### src/design/hvt_pkg.sv
`default_nettype none
package hvt_pkg;

  // Coordinate and coefficient formats
  localparam int COORD_BITS = 32;
  localparam int FRAC_BITS  = 16;
  localparam int IO_W       = 32;
  localparam int CF_W       = 32;
  localparam int CFG_W      = 2 * CF_W;
  localparam int NUM_REGS   = 8;
  localparam int IDX_W      = $clog2(NUM_REGS);

  // Dot product widths: three products plus the translation term, all exact
  localparam int PROD_W = CF_W + COORD_BITS;
  localparam int TERM_W = CF_W + FRAC_BITS;
  localparam int SUM_W  = ((PROD_W > TERM_W) ? PROD_W : TERM_W) + 2;
  localparam int DOT_W  = SUM_W - FRAC_BITS;
  localparam int MAG_W  = DOT_W;
  localparam int NUM_W  = MAG_W + FRAC_BITS;
  localparam int Q_W    = COORD_BITS;

  // Pipeline layout
  localparam int DOT_STAGES = 3;
  localparam int DIV_STAGES = Q_W;
  localparam int ST_PREP    = DOT_STAGES;
  localparam int ST_DIV0    = DOT_STAGES + 1;
  localparam int NS         = DOT_STAGES + 1 + DIV_STAGES + 1;
  localparam int ST_OUT     = NS - 1;
  localparam int LANES      = 3;

  typedef logic signed [IO_W-1:0]       io_t;
  typedef logic signed [COORD_BITS-1:0] coord_t;
  typedef logic signed [CF_W-1:0]       coef_t;
  typedef logic signed [PROD_W-1:0]     prod_t;
  typedef logic signed [SUM_W-1:0]      sum_t;
  typedef logic signed [DOT_W-1:0]      dot_t;
  typedef logic [MAG_W-1:0]             mag_t;
  typedef logic [NUM_W-1:0]             num_t;
  typedef logic [Q_W-1:0]               quo_t;
  typedef logic [CFG_W-1:0]             cfg_word_t;

  typedef enum logic [IDX_W-1:0] {
    REG_ROW0_LO, REG_ROW0_HI, REG_ROW1_LO, REG_ROW1_HI,
    REG_ROW2_LO, REG_ROW2_HI, REG_ROW3_LO, REG_ROW3_HI
  } cfg_reg_t;

  localparam cfg_word_t ONE_Q = cfg_word_t'(1) << FRAC_BITS;

  // Per-stage load enables from the pipeline control
  typedef struct packed {
    logic [NS-1:0] en;
  } pipe_ctl_t;

  // One coordinate in flight through the divider
  typedef struct packed {
    logic neg;
    logic sat;
    mag_t r;
    quo_t low;
    quo_t q;
  } div_lane_t;

endpackage
`default_nettype wire

### src/design/hvt_ctrl.sv
`default_nettype none
module hvt_ctrl (
  input  wire logic              clk,
  input  wire logic              rst_n,
  input  wire logic              in_valid,
  output logic                   in_ready,
  output logic                   out_valid,
  input  wire logic              out_ready,
  output hvt_pkg::pipe_ctl_t     ctl
);

  logic [hvt_pkg::NS-1:0] v_r;
  logic [hvt_pkg::NS-1:0] v_nxt;
  logic [hvt_pkg::NS-1:0] en;

  // A stage loads when it is empty or its contents move on
  assign en[hvt_pkg::NS-1] = !v_r[hvt_pkg::NS-1] || out_ready;
  for (genvar i = 0; i < hvt_pkg::NS - 1; i++) begin : g_en
    assign en[i] = !v_r[i] || en[i+1];
  end

  // Valid bits follow the data
  always_comb begin
    v_nxt = v_r;
    if (en[0]) v_nxt[0] = in_valid;
    for (int i = 1; i < hvt_pkg::NS; i++) begin
      if (en[i]) v_nxt[i] = v_r[i-1];
    end
  end

  always_ff @(posedge clk) begin
    if (!rst_n) begin
      v_r <= '0;
    end else begin
      v_r <= v_nxt;
    end
  end

  assign ctl.en    = en;
  assign in_ready  = en[0];
  assign out_valid = v_r[hvt_pkg::NS-1];

endmodule
`default_nettype wire

### config.mk
export PLATFORM = sky130hd
export DESIGN_NAME = hvt_ctrl
export DESIGN_NICKNAME = d
export VERILOG_FILES = /design/src/design/hvt_pkg.sv /design/src/design/hvt_ctrl.sv
export SDC_FILE = /design/constraint.sdc
export NUM_CORES = 1
export LEC_CHECK = 0
export BUFFER_PORTS_ARGS = -buffer_cell sky130_fd_sc_hd__buf_2
export CORE_MARGIN = 3
export CORE_UTILIZATION = 52
export DETAILED_ROUTE_END_ITERATION = 12
export MAX_ROUTING_LAYER = met4
export PLACE_DENSITY = 0.85
export SYNTH_ARGS = -nofsm -noshare
export SYNTH_HDL_FRONTEND = slang
export SYNTH_SLANG_ARGS = --single-unit
### constraint.sdc
create_clock -name clk -period 2.2 [get_ports clk]
set_input_delay 0.11 -clock clk [delete_from_list [all_inputs] [get_ports clk]]
set_output_delay 0.11 -clock clk [all_outputs]
set_load 0.005 [all_outputs]
==> results of run 1 <==
## placed cells by master (no fill, tap or decap), drive strengths merged, types with 7 or more instances in the layout
cell,netlist,routed
buf,2,54
o21ai,12,12
dfxtp,37,37
nand2,42,42
o21a,14,14
nand4,11,11
clkbuf,10,7
nand3,11,11
inv,20,20
## area by class of cell
cell class	count	area (µm²)	area share, %
well taps	42	52.6	2.46
flip-flops and latches	37	756	35.4
multi-input cells	137	866	40.6
repair buffers	54	300	14.1
clock inverters	1	30.0	1.41
inverters	20	75.1	3.52
clock buffers	7	55.1	2.58
## Yosys cell counts (all sizes together)
cell    instances  area, µm²
nor2            3       13.8
nor2b           6       37.5
or4             1       11.3
and3            6       37.5
a21oi           4       20.0
inv            20       75.1
nor4            5       46.3
buf             2       18.8
nand2          42        158
nand4          11       75.1
or3             1       6.26
nand3          11       55.1
o31ai           1       12.5
nand3b          1       7.51
o21ai          12       60.1
clkbuf         10       37.5
dfxtp          37        741
and2            2       12.5
a21boi          6       45.0
nor3b           2       15.0
and4            5       43.8
nor3            4       31.3
o21a           14        105
## power groups by stage
stage / Combinational [µW] / Sequential, µW / Clock, µW
after CTS: 21.2 / 675 / 492
after floorplan: 17.2 / 689 / 0
after global routing: 23.9 / 672 / 521
after detailed placement: 20.9 / 690 / 0
after global placement: 20.7 / 690 / 0
final: 21.4 / 671 / 487
## repair_timing
item,in CTS,in global routing
cloned,0,0
pin swaps,3,10
setup endpoints to repair,12,22
setup buffers,1,9
gates resized for setup,10,11
hold endpoints to repair,0,0
## path summary, 6_finish.rpt
path	start	endpoint	slack (ps)
setup / recovery	v_r[35]	ctl[4]	-2
hold / removal	in_valid	v_r[0]	30
setup reg to reg	v_r[35]	v_r[15]	210
hold reg to reg	v_r[19]	v_r[20]	470
## layer usage
layer  track usage (%)  up-vias
met5                 -        -
met4              7.16        0
met3              7.19        4
met2              29.8       67
met1              24.3      733
li1                  -      809
## cell families after synthesis
group	share of synthesized area, %
AOI/OAI and AO/OA	14.6
DFF	44.5
buffers and inverters	7.89
and+or+nand+nor	33.1
## through the flow
step           cells  instance area (µm²)  hold slack [ps]  TNS, ps  total power [µW]
4_1_cts          289                 2040             5.96    -14.6              1190
6_report         298                 2130             31.1    -3.23              1180
5_1_grt          298                 2130             48.3     -330              1220
3_5_place_dp     280                 1890              336        0               711
3_3_place_gp     280                 1890              324        0               711
2_1_floorplan    206                 1670              225        0               707
## worst max-delay path: cells and delay by family (launching register included)
| kind | cells | cell delay, ps |
|---|---|---|
| and+or+nand+nor | 4 | 1210 |
| buffers and inverters | 1 | 140 |
| DFF | 1 | 400 |
==> out/results.ini, run 1 <==
[status]
status = complete, but fails checks
violations = negative setup slack

[clock_tree]
cts_buffers = 5
ctsHoldBuffers = 0
cts.path.max_buffers = 2
clock_sinks = 37
htree_levels = 2
clk_latency_ps = 340
cts_tree = built
cts.reportedPaths.clkPinSlew_ps = 110
cts_root_buffer = clkbuf_4

[global_routing]
track_usage_pct = 19.8
grt_pass1_vias = 1338
grt.overflow.total = 0
grt_pass1_wl_mm = 6.15
grt_max_degree = 51
antenna_found_initial = 0

[critical_path]
criticalPathCategory = reg2out
slowest_stage = or4_4
r2r_cells = 6
startpoint_type = register
cp_cell_sequence = nand4_4 -> or4_4 -> nor3_4 -> nand4_1 -> buf_2
crit_required_ps = 2090
max_stage_delay_ps = 660
cp_max_fo = 8
endpoint_kind = output port
arrival_ps = 2090

[final_layout]
antenna_cells = 0
syn2layout_area_growth_pct = 28.2
top_regs = v_r (37)
nFillCells = 233
largest_reg_flops = 37
regMostFlops = v_r
drive_gt1_share_pct = 31.6
fin_nets = 259
postLayoutCoreUtil_pct = 73.6

[power_and_ir_drop]
leakage_uw = 0.000765
switchingPower_uw = 232
p_clk_share_pct = 41.3
pwr-share-seq_pct = 56.9
internal-power_uw = 947
swShare_pct = 19.7
vdd_drop_max_v = 0.000482
power_frac_comb_pct = 1.8
power.density_nw_per_um2 = 552

[route]
route.met2.wl_mm = 1.88
drc = 0
routedWlPerCell_um = 13.0
drtIter0Drc = 109
wl_met3_um = 285
ant_nets = 0
vias = 1613
drt-total-wl_mm = 3.88
maxUsedRoutingLayer = met4
wl_met1_mm = 1.70
routed_via_density = 5.41
drt_pre_antenna_iters = 5

[placement]
post-place-ws_ps = 265
port_buffers = 42
hpwl_mm = 2.50
place_congestion = 0.792

[timing]
fin_worst_skew_ps = 17.2
fmax_mhz = 454
slew_headroom_pct = 48.4
tightestPinTransition_ps = 775
finalHoldViolCount = 0
worst_slack_ps = -1.73
period_needed_ps = 2200
setup_violations = 2
rsz0062_at_grt = true
period_share_pct = 100
slew_violations = 0

[min_path]
worst_hold_path_type = in2reg
holdPathStages = 3

[logic_synthesis]
syn_nets = 210
yosysSeqAreaShare_pct = 44.5
synth_cell_types = 30
synth_area_um2 = 1670
synthCells = 206
synth-seq-cells = 37
avgSynthCellArea_um2 = 8.08
ys.warnings.count = 0

[floorplan]
start_util_pct = 57.4
dieArea_um2 = 3920
io_pins = 43
dieWidth_um = 62.6
rows = 19
dieHeight_um = 62.6
core_um2 = 2900

[job]
timing.max_cap.violations = 0

No activity file was read; power rests on OpenSTA's default activity.
==> run 2: changes to the inputs <==
- CELL_PAD_IN_SITES_DETAIL_PLACEMENT: unset -> 0
- CELL_PAD_IN_SITES_GLOBAL_PLACEMENT: unset -> 1
- CORE_UTILIZATION: 52 -> 37
- PLACE_DENSITY: 0.85 -> 0.83
==> run 2 against run 1 <==
  * The run now ends clean
  * Worst hold slack got worse by 3.4 ps
  * Cell count rose by 0.34%
  * Non-clock buffer count fell by 6
  * Critical endpoint unchanged
  * Maximum frequency rose by 2.0%
  * Critical path depth did not move
  * Global-route usage fell by 4.8 points
  * Via count fell by 6.5%
  * Total power fell by 1.4%
  * First-iteration DRC count fell by 12%
  * Highest routed layer unchanged
  * Utilization fell by 24 points
  * Combinational power fell by 4%
  * Clock power fell by 4.1%
==> out/results.ini, run 2 (synthesis gave the netlist of run 1 again) <==
[global_routing]
grt_pass1_wl_mm = 6.11
grt_pass1_vias = 1396
grt_max_degree = 51
grt.overflow.total = 0
antenna_found_initial = 0
track_usage_pct = 15.0

[critical_path]
criticalPathCategory = reg2out
r2r_start = v_r[33]
endpoint_kind = output port
startpoint_type = register
crit_required_ps = 2090
arrival_ps = 2050
cp_max_fo = 8
cp-startpoint = v_r[33]

[placement]
hpwl_mm = 2.62
port_buffers = 42
post-place-ws_ps = 249
dpl_cell_area_um2 = 1900
dp.cells = 288
place_congestion = 0.771

[min_path]
worstHoldStart = in_valid
worst_hold_path_type = in2reg

[power_and_ir_drop]
power_frac_comb_pct = 1.8
leakage_uw = 0.000736
internal-power_uw = 928
switchingPower_uw = 235
pwr-share-seq_pct = 58.1
vdd_drop_max_v = 0.000318
p_clk_share_pct = 40.2
swShare_pct = 20.2
power.density_nw_per_um2 = 558

[route]
drt-total-wl_mm = 3.72
routed_via_density = 5.04
ant_nets = 0
vias = 1508
routedWlPerCell_um = 12.4
drtIter0Drc = 96
drc = 0
drt_pre_antenna_iters = 4

[clock_tree]
cts_buffers = 5
cts_tree = built
cts_root_buffer = clkbuf_8
cts.reportedPaths.clkPinSlew_ps = 70
clk_latency_ps = 290
ctsHoldBuffers = 0
htree_levels = 2
cts.path.max_buffers = 2
clock_sinks = 37

[final_layout]
largest_reg_flops = 37
seqCellArea_um2 = 747
fin_cells = 299
final_area_um2 = 2080
final_cell_mix = nand2_1 (42), buf_2 (42), dfxtp_1 (32), inv_1 (18), o21a_1 (14)
antenna_cells = 0
syn2layout_area_growth_pct = 25.0
multi_input_area_um2 = 856
top_regs = v_r (37)
fin_nets = 253
regMostFlops = v_r
drive_gt1_share_pct = 28.9
nFillCells = 395

[timing]
finalHoldViolCount = 0
tns_ps = 0
fin_worst_skew_ps = 6.98
tightestPinTransition_ps = 772
setup_violations = 0
period_share_pct = 98.1
rsz0062_at_grt = true
fmax_mhz = 463
period_needed_ps = 2160
worst_slack_ps = 42.2
slew_violations = 0
slew_headroom_pct = 48.5

[floorplan]
dieArea_um2 = 5340
core_um2 = 4170
dieHeight_um = 73.1
rows = 23
io_pins = 43
start_util_pct = 39.9
dieWidth_um = 73.1

[job]
timing.max_cap.violations = 0

[status]
status = complete, no violations

-- run 2: worst paths after layout --
path / to / slack [ps] / cells after the start
setup / recovery: ctl[4] / 40 / 5
hold / removal: v_r[0] / 30 / 3
setup reg to reg: v_r[3] / 300 / 5
hold reg to reg: v_r[2] / 470 / 1
-- run 2: layout make-up --
| class | count | share of cell area [%] |
|---|---|---|
| multi-input combinational | 137 | 41.1 |
| sequential | 37 | 35.9 |
| timing repair buffer | 48 | 12.3 |
| clock buffer | 7 | 4.15 |
| inverter | 20 | 3.61 |
| tap | 50 | 3.00 |
-- run 2: power by group through the flow --
stage               Clock (µW)  Combinational, µW  Sequential (µW)
floorplan                    0               17.2              689
global placement             0               21.3              690
detailed placement           0               20.8              690
CTS                        483               21.2              675
global route               509               22.9              675
finish                     467               20.6              675
-- run 2: worst max-delay path: stages (launching register included) --
cell and delay [ps]:
dfxtp_2 380, nand4_4 130, or4_4 680, nor3_4 280, nand4_1 140, buf_2 150
-- run 2: repair_timing --
item | CTS | global route
buffers inserted | 1 | 3
cloned | 0 | 0
resized for setup | 2 | 13
pin swaps | 0 | 5
endpoints found under the setup margin | 5 | 17
-- run 2: stage by stage --
stage / power, µW / util, % / hold WS [ps]
after floorplan: 707 / - / 225
after global placement: 712 / 45.5 / 320
after detailed placement: 711 / 45.5 / 323
after CTS: 1180 / 47.8 / 25.1
after global routing: 1210 / 49.9 / 36.0
final: 1160 / 49.9 / 27.7
-- run 2: routing by layer --
| layer | GRT usage (%) | part of all wire [%] | up-vias |
|---|---|---|---|
| li1 | - | - | 788 |
| met1 | 18.0 | 47 | 680 |
| met2 | 22.6 | 45 | 34 |
| met3 | 4.96 | 5.6 | 6 |
| met4 | 6.76 | 1.6 | 0 |
| met5 | - | 0 | - |
==> run 3: changes to the inputs <==
==> constraint.sdc (replaced) <==
create_clock -name clk -period 2.2 [get_ports clk]
set_input_delay 0.22 -clock clk [delete_from_list [all_inputs] [get_ports clk]]
set_output_delay 0.22 -clock clk [all_outputs]
set_load 0.005 [all_outputs]
==> run 3 against run 2 <==
  * Wire length increased by 5.5%
  * Utilization increased by 2.1 points
  * Maximum frequency down 1.3%
  * First-iteration DRC count shrank 20%
  * Global-route usage rose by 0.88 points
  * Sequential cell count unchanged
  * Die area stayed put
  * Worst setup slack got worse by 28 ps
  * Sequential share of layout area decreased by 1.2 points
  * Clock-buffer cell count unchanged
  * Design area rose by 4.3%
  * Critical endpoint is now ctl[0]
==> out/results.ini, run 3 (synthesis gave the netlist of run 1 again) <==
[status]
status = complete, no violations

[power_and_ir_drop]
pwr-share-seq_pct = 51.9
internal-power_uw = 1050
switchingPower_uw = 247
p_clk_share_pct = 46.3
power.density_nw_per_um2 = 596
leakage_uw = 0.000790
vdd_drop_max_v = 0.000283
power_frac_comb_pct = 1.7
swShare_pct = 19.1

[route]
ant_nets = 0
drt-total-wl_mm = 3.92
routed_via_density = 4.96
drc = 0
drt_pre_antenna_iters = 4
routedWlPerCell_um = 12.7
vias = 1529
drtIter0Drc = 77

[critical_path]
criticalPathCategory = reg2out
arrival_ps = 1970
crit_required_ps = 1980
r2r_start = v_r[33]
startpoint_type = register
cp_max_fo = 8
endpoint_kind = output port
r2r_slack_ps = 290
r2r_cells = 6
r2r_end = v_r[3]

[floorplan]
start_util_pct = 39.9
dieArea_um2 = 5340
rows = 23
core_um2 = 4170
dieWidth_um = 73.1
io_pins = 43
dieHeight_um = 73.1

[clock_tree]
htree_levels = 2
cts.reportedPaths.clkPinSlew_ps = 70
clock_sinks = 37
ctsHoldBuffers = 0
cts.path.max_buffers = 2
cts_root_buffer = clkbuf_8
clk_latency_ps = 280
cts_tree = built
cts_buffers = 5

[timing]
tightestPinTransition_ps = 574
fin_worst_skew_ps = 10.7
tns_ps = 0
rsz0062_at_grt = true
finalHoldViolCount = 0
worst_slack_ps = 13.8
setup_violations = 0
fmax_mhz = 457
period_needed_ps = 2190
slew_headroom_pct = 61.7
period_share_pct = 99.4
slew_violations = 0

[final_layout]
final_cell_mix = nand2_1 (42), buf_2 (42), dfxtp_1 (31), inv_1 (18)
final_area_um2 = 2170
antenna_cells = 0
largest_reg_flops = 37
fin_nets = 261
top_regs = v_r (37)
syn2layout_area_growth_pct = 30.4
drive_gt1_share_pct = 31.4
regMostFlops = v_r

[min_path]
worst_hold_path_type = in2reg
holdPathStages = 3
worstHoldStart = in_valid
whs_endpoint = v_r[0]

[global_routing]
grt.overflow.total = 0
track_usage_pct = 15.8
grt_max_degree = 37
grt_pass1_vias = 1399
grt_pass1_wl_mm = 6.53
antenna_found_initial = 0

[placement]
post-place-ws_ps = 147
port_buffers = 42
place_congestion = 0.773
hpwl_mm = 2.72
dpl_cell_area_um2 = 1920

[job]
timing.max_cap.violations = 0

[run 3: changes by cell type in the layout (fill, tap and decap cells not counted)]
cell	previous run	this run
dfxtp_1	32	31
nor2_4	1	0
nor2_2	0	1
dfxtp_2	5	4
bufinv_16	0	1
buf_4	6	14
dfxtp_4	0	2
nor2b_1	5	6
nor2b_2	1	0
[run 3: metal layers]
layer / GRT usage, % / part of all wire (%) / up-vias
met5: - / 0 / -
met4: 5.53 / 1.1 / 0
met3: 3.17 / 3.8 / 4
met2: 24.2 / 47 / 26
met1: 20.7 / 48 / 693
li1: - / - / 806
[run 3: worst max path at each step]
stage | from | to | depth (start not counted)
4_1_cts | v_r[35] | ctl[4] | 5
3_5_place_dp | v_r[33] | ctl[14] | 5
2_1_floorplan | v_r[33] | ctl[0] | 6
6_report | v_r[33] | ctl[0] | 5
5_1_grt | v_r[35] | in_ready | 5
3_3_place_gp | v_r[33] | ctl[14] | 5
[run 3: timing repair]
item,CTS,global route
buffers inserted,3,6
hold endpoints to repair,0,0
setup endpoints to repair,13,16
resized for setup,14,2
pin swaps,4,6
[run 3: layout make-up]
type / count / area, µm²
Clock buffer: 7 / 86.3
Clock inverter: 1 / 30.0
Fill cell: 399 / 2000
Inverter: 20 / 75.1
Multi-Input combinational cell: 137 / 848
Sequential cell: 37 / 753
Tap cell: 50 / 62.6
Timing Repair Buffer: 56 / 315
[run 3: worst max-delay path, stage by stage (launching register included)]
cell	delay, ps
dfxtp_4	360
nand4_4	120
or4_4	660
nor4_4	310
nand2_1	100
buf_2	140
[run 3: metrics by stage]
stage | power [µW] | hold slack [ps] | std cells | utilization (%)
6_report | 1290 | 149 | 308 | 52.0
5_1_grt | 1340 | 171 | 308 | 52.0
4_1_cts | 1310 | 140 | 302 | 50.9
3_5_place_dp | 713 | 440 | 291 | 46.0
3_3_place_gp | 713 | 432 | 291 | 46.0
2_1_floorplan | 707 | 335 | 206 | -
[run 3: power groups by stage]
stage	combinational (µW)	clock (µW)	sequential, µW
final	22.6	600	672
after global routing	25.4	644	672
after CTS	22.7	615	672
after detailed placement	22.7	0	690
after global placement	22.4	0	690
after floorplan	17.2	0	689
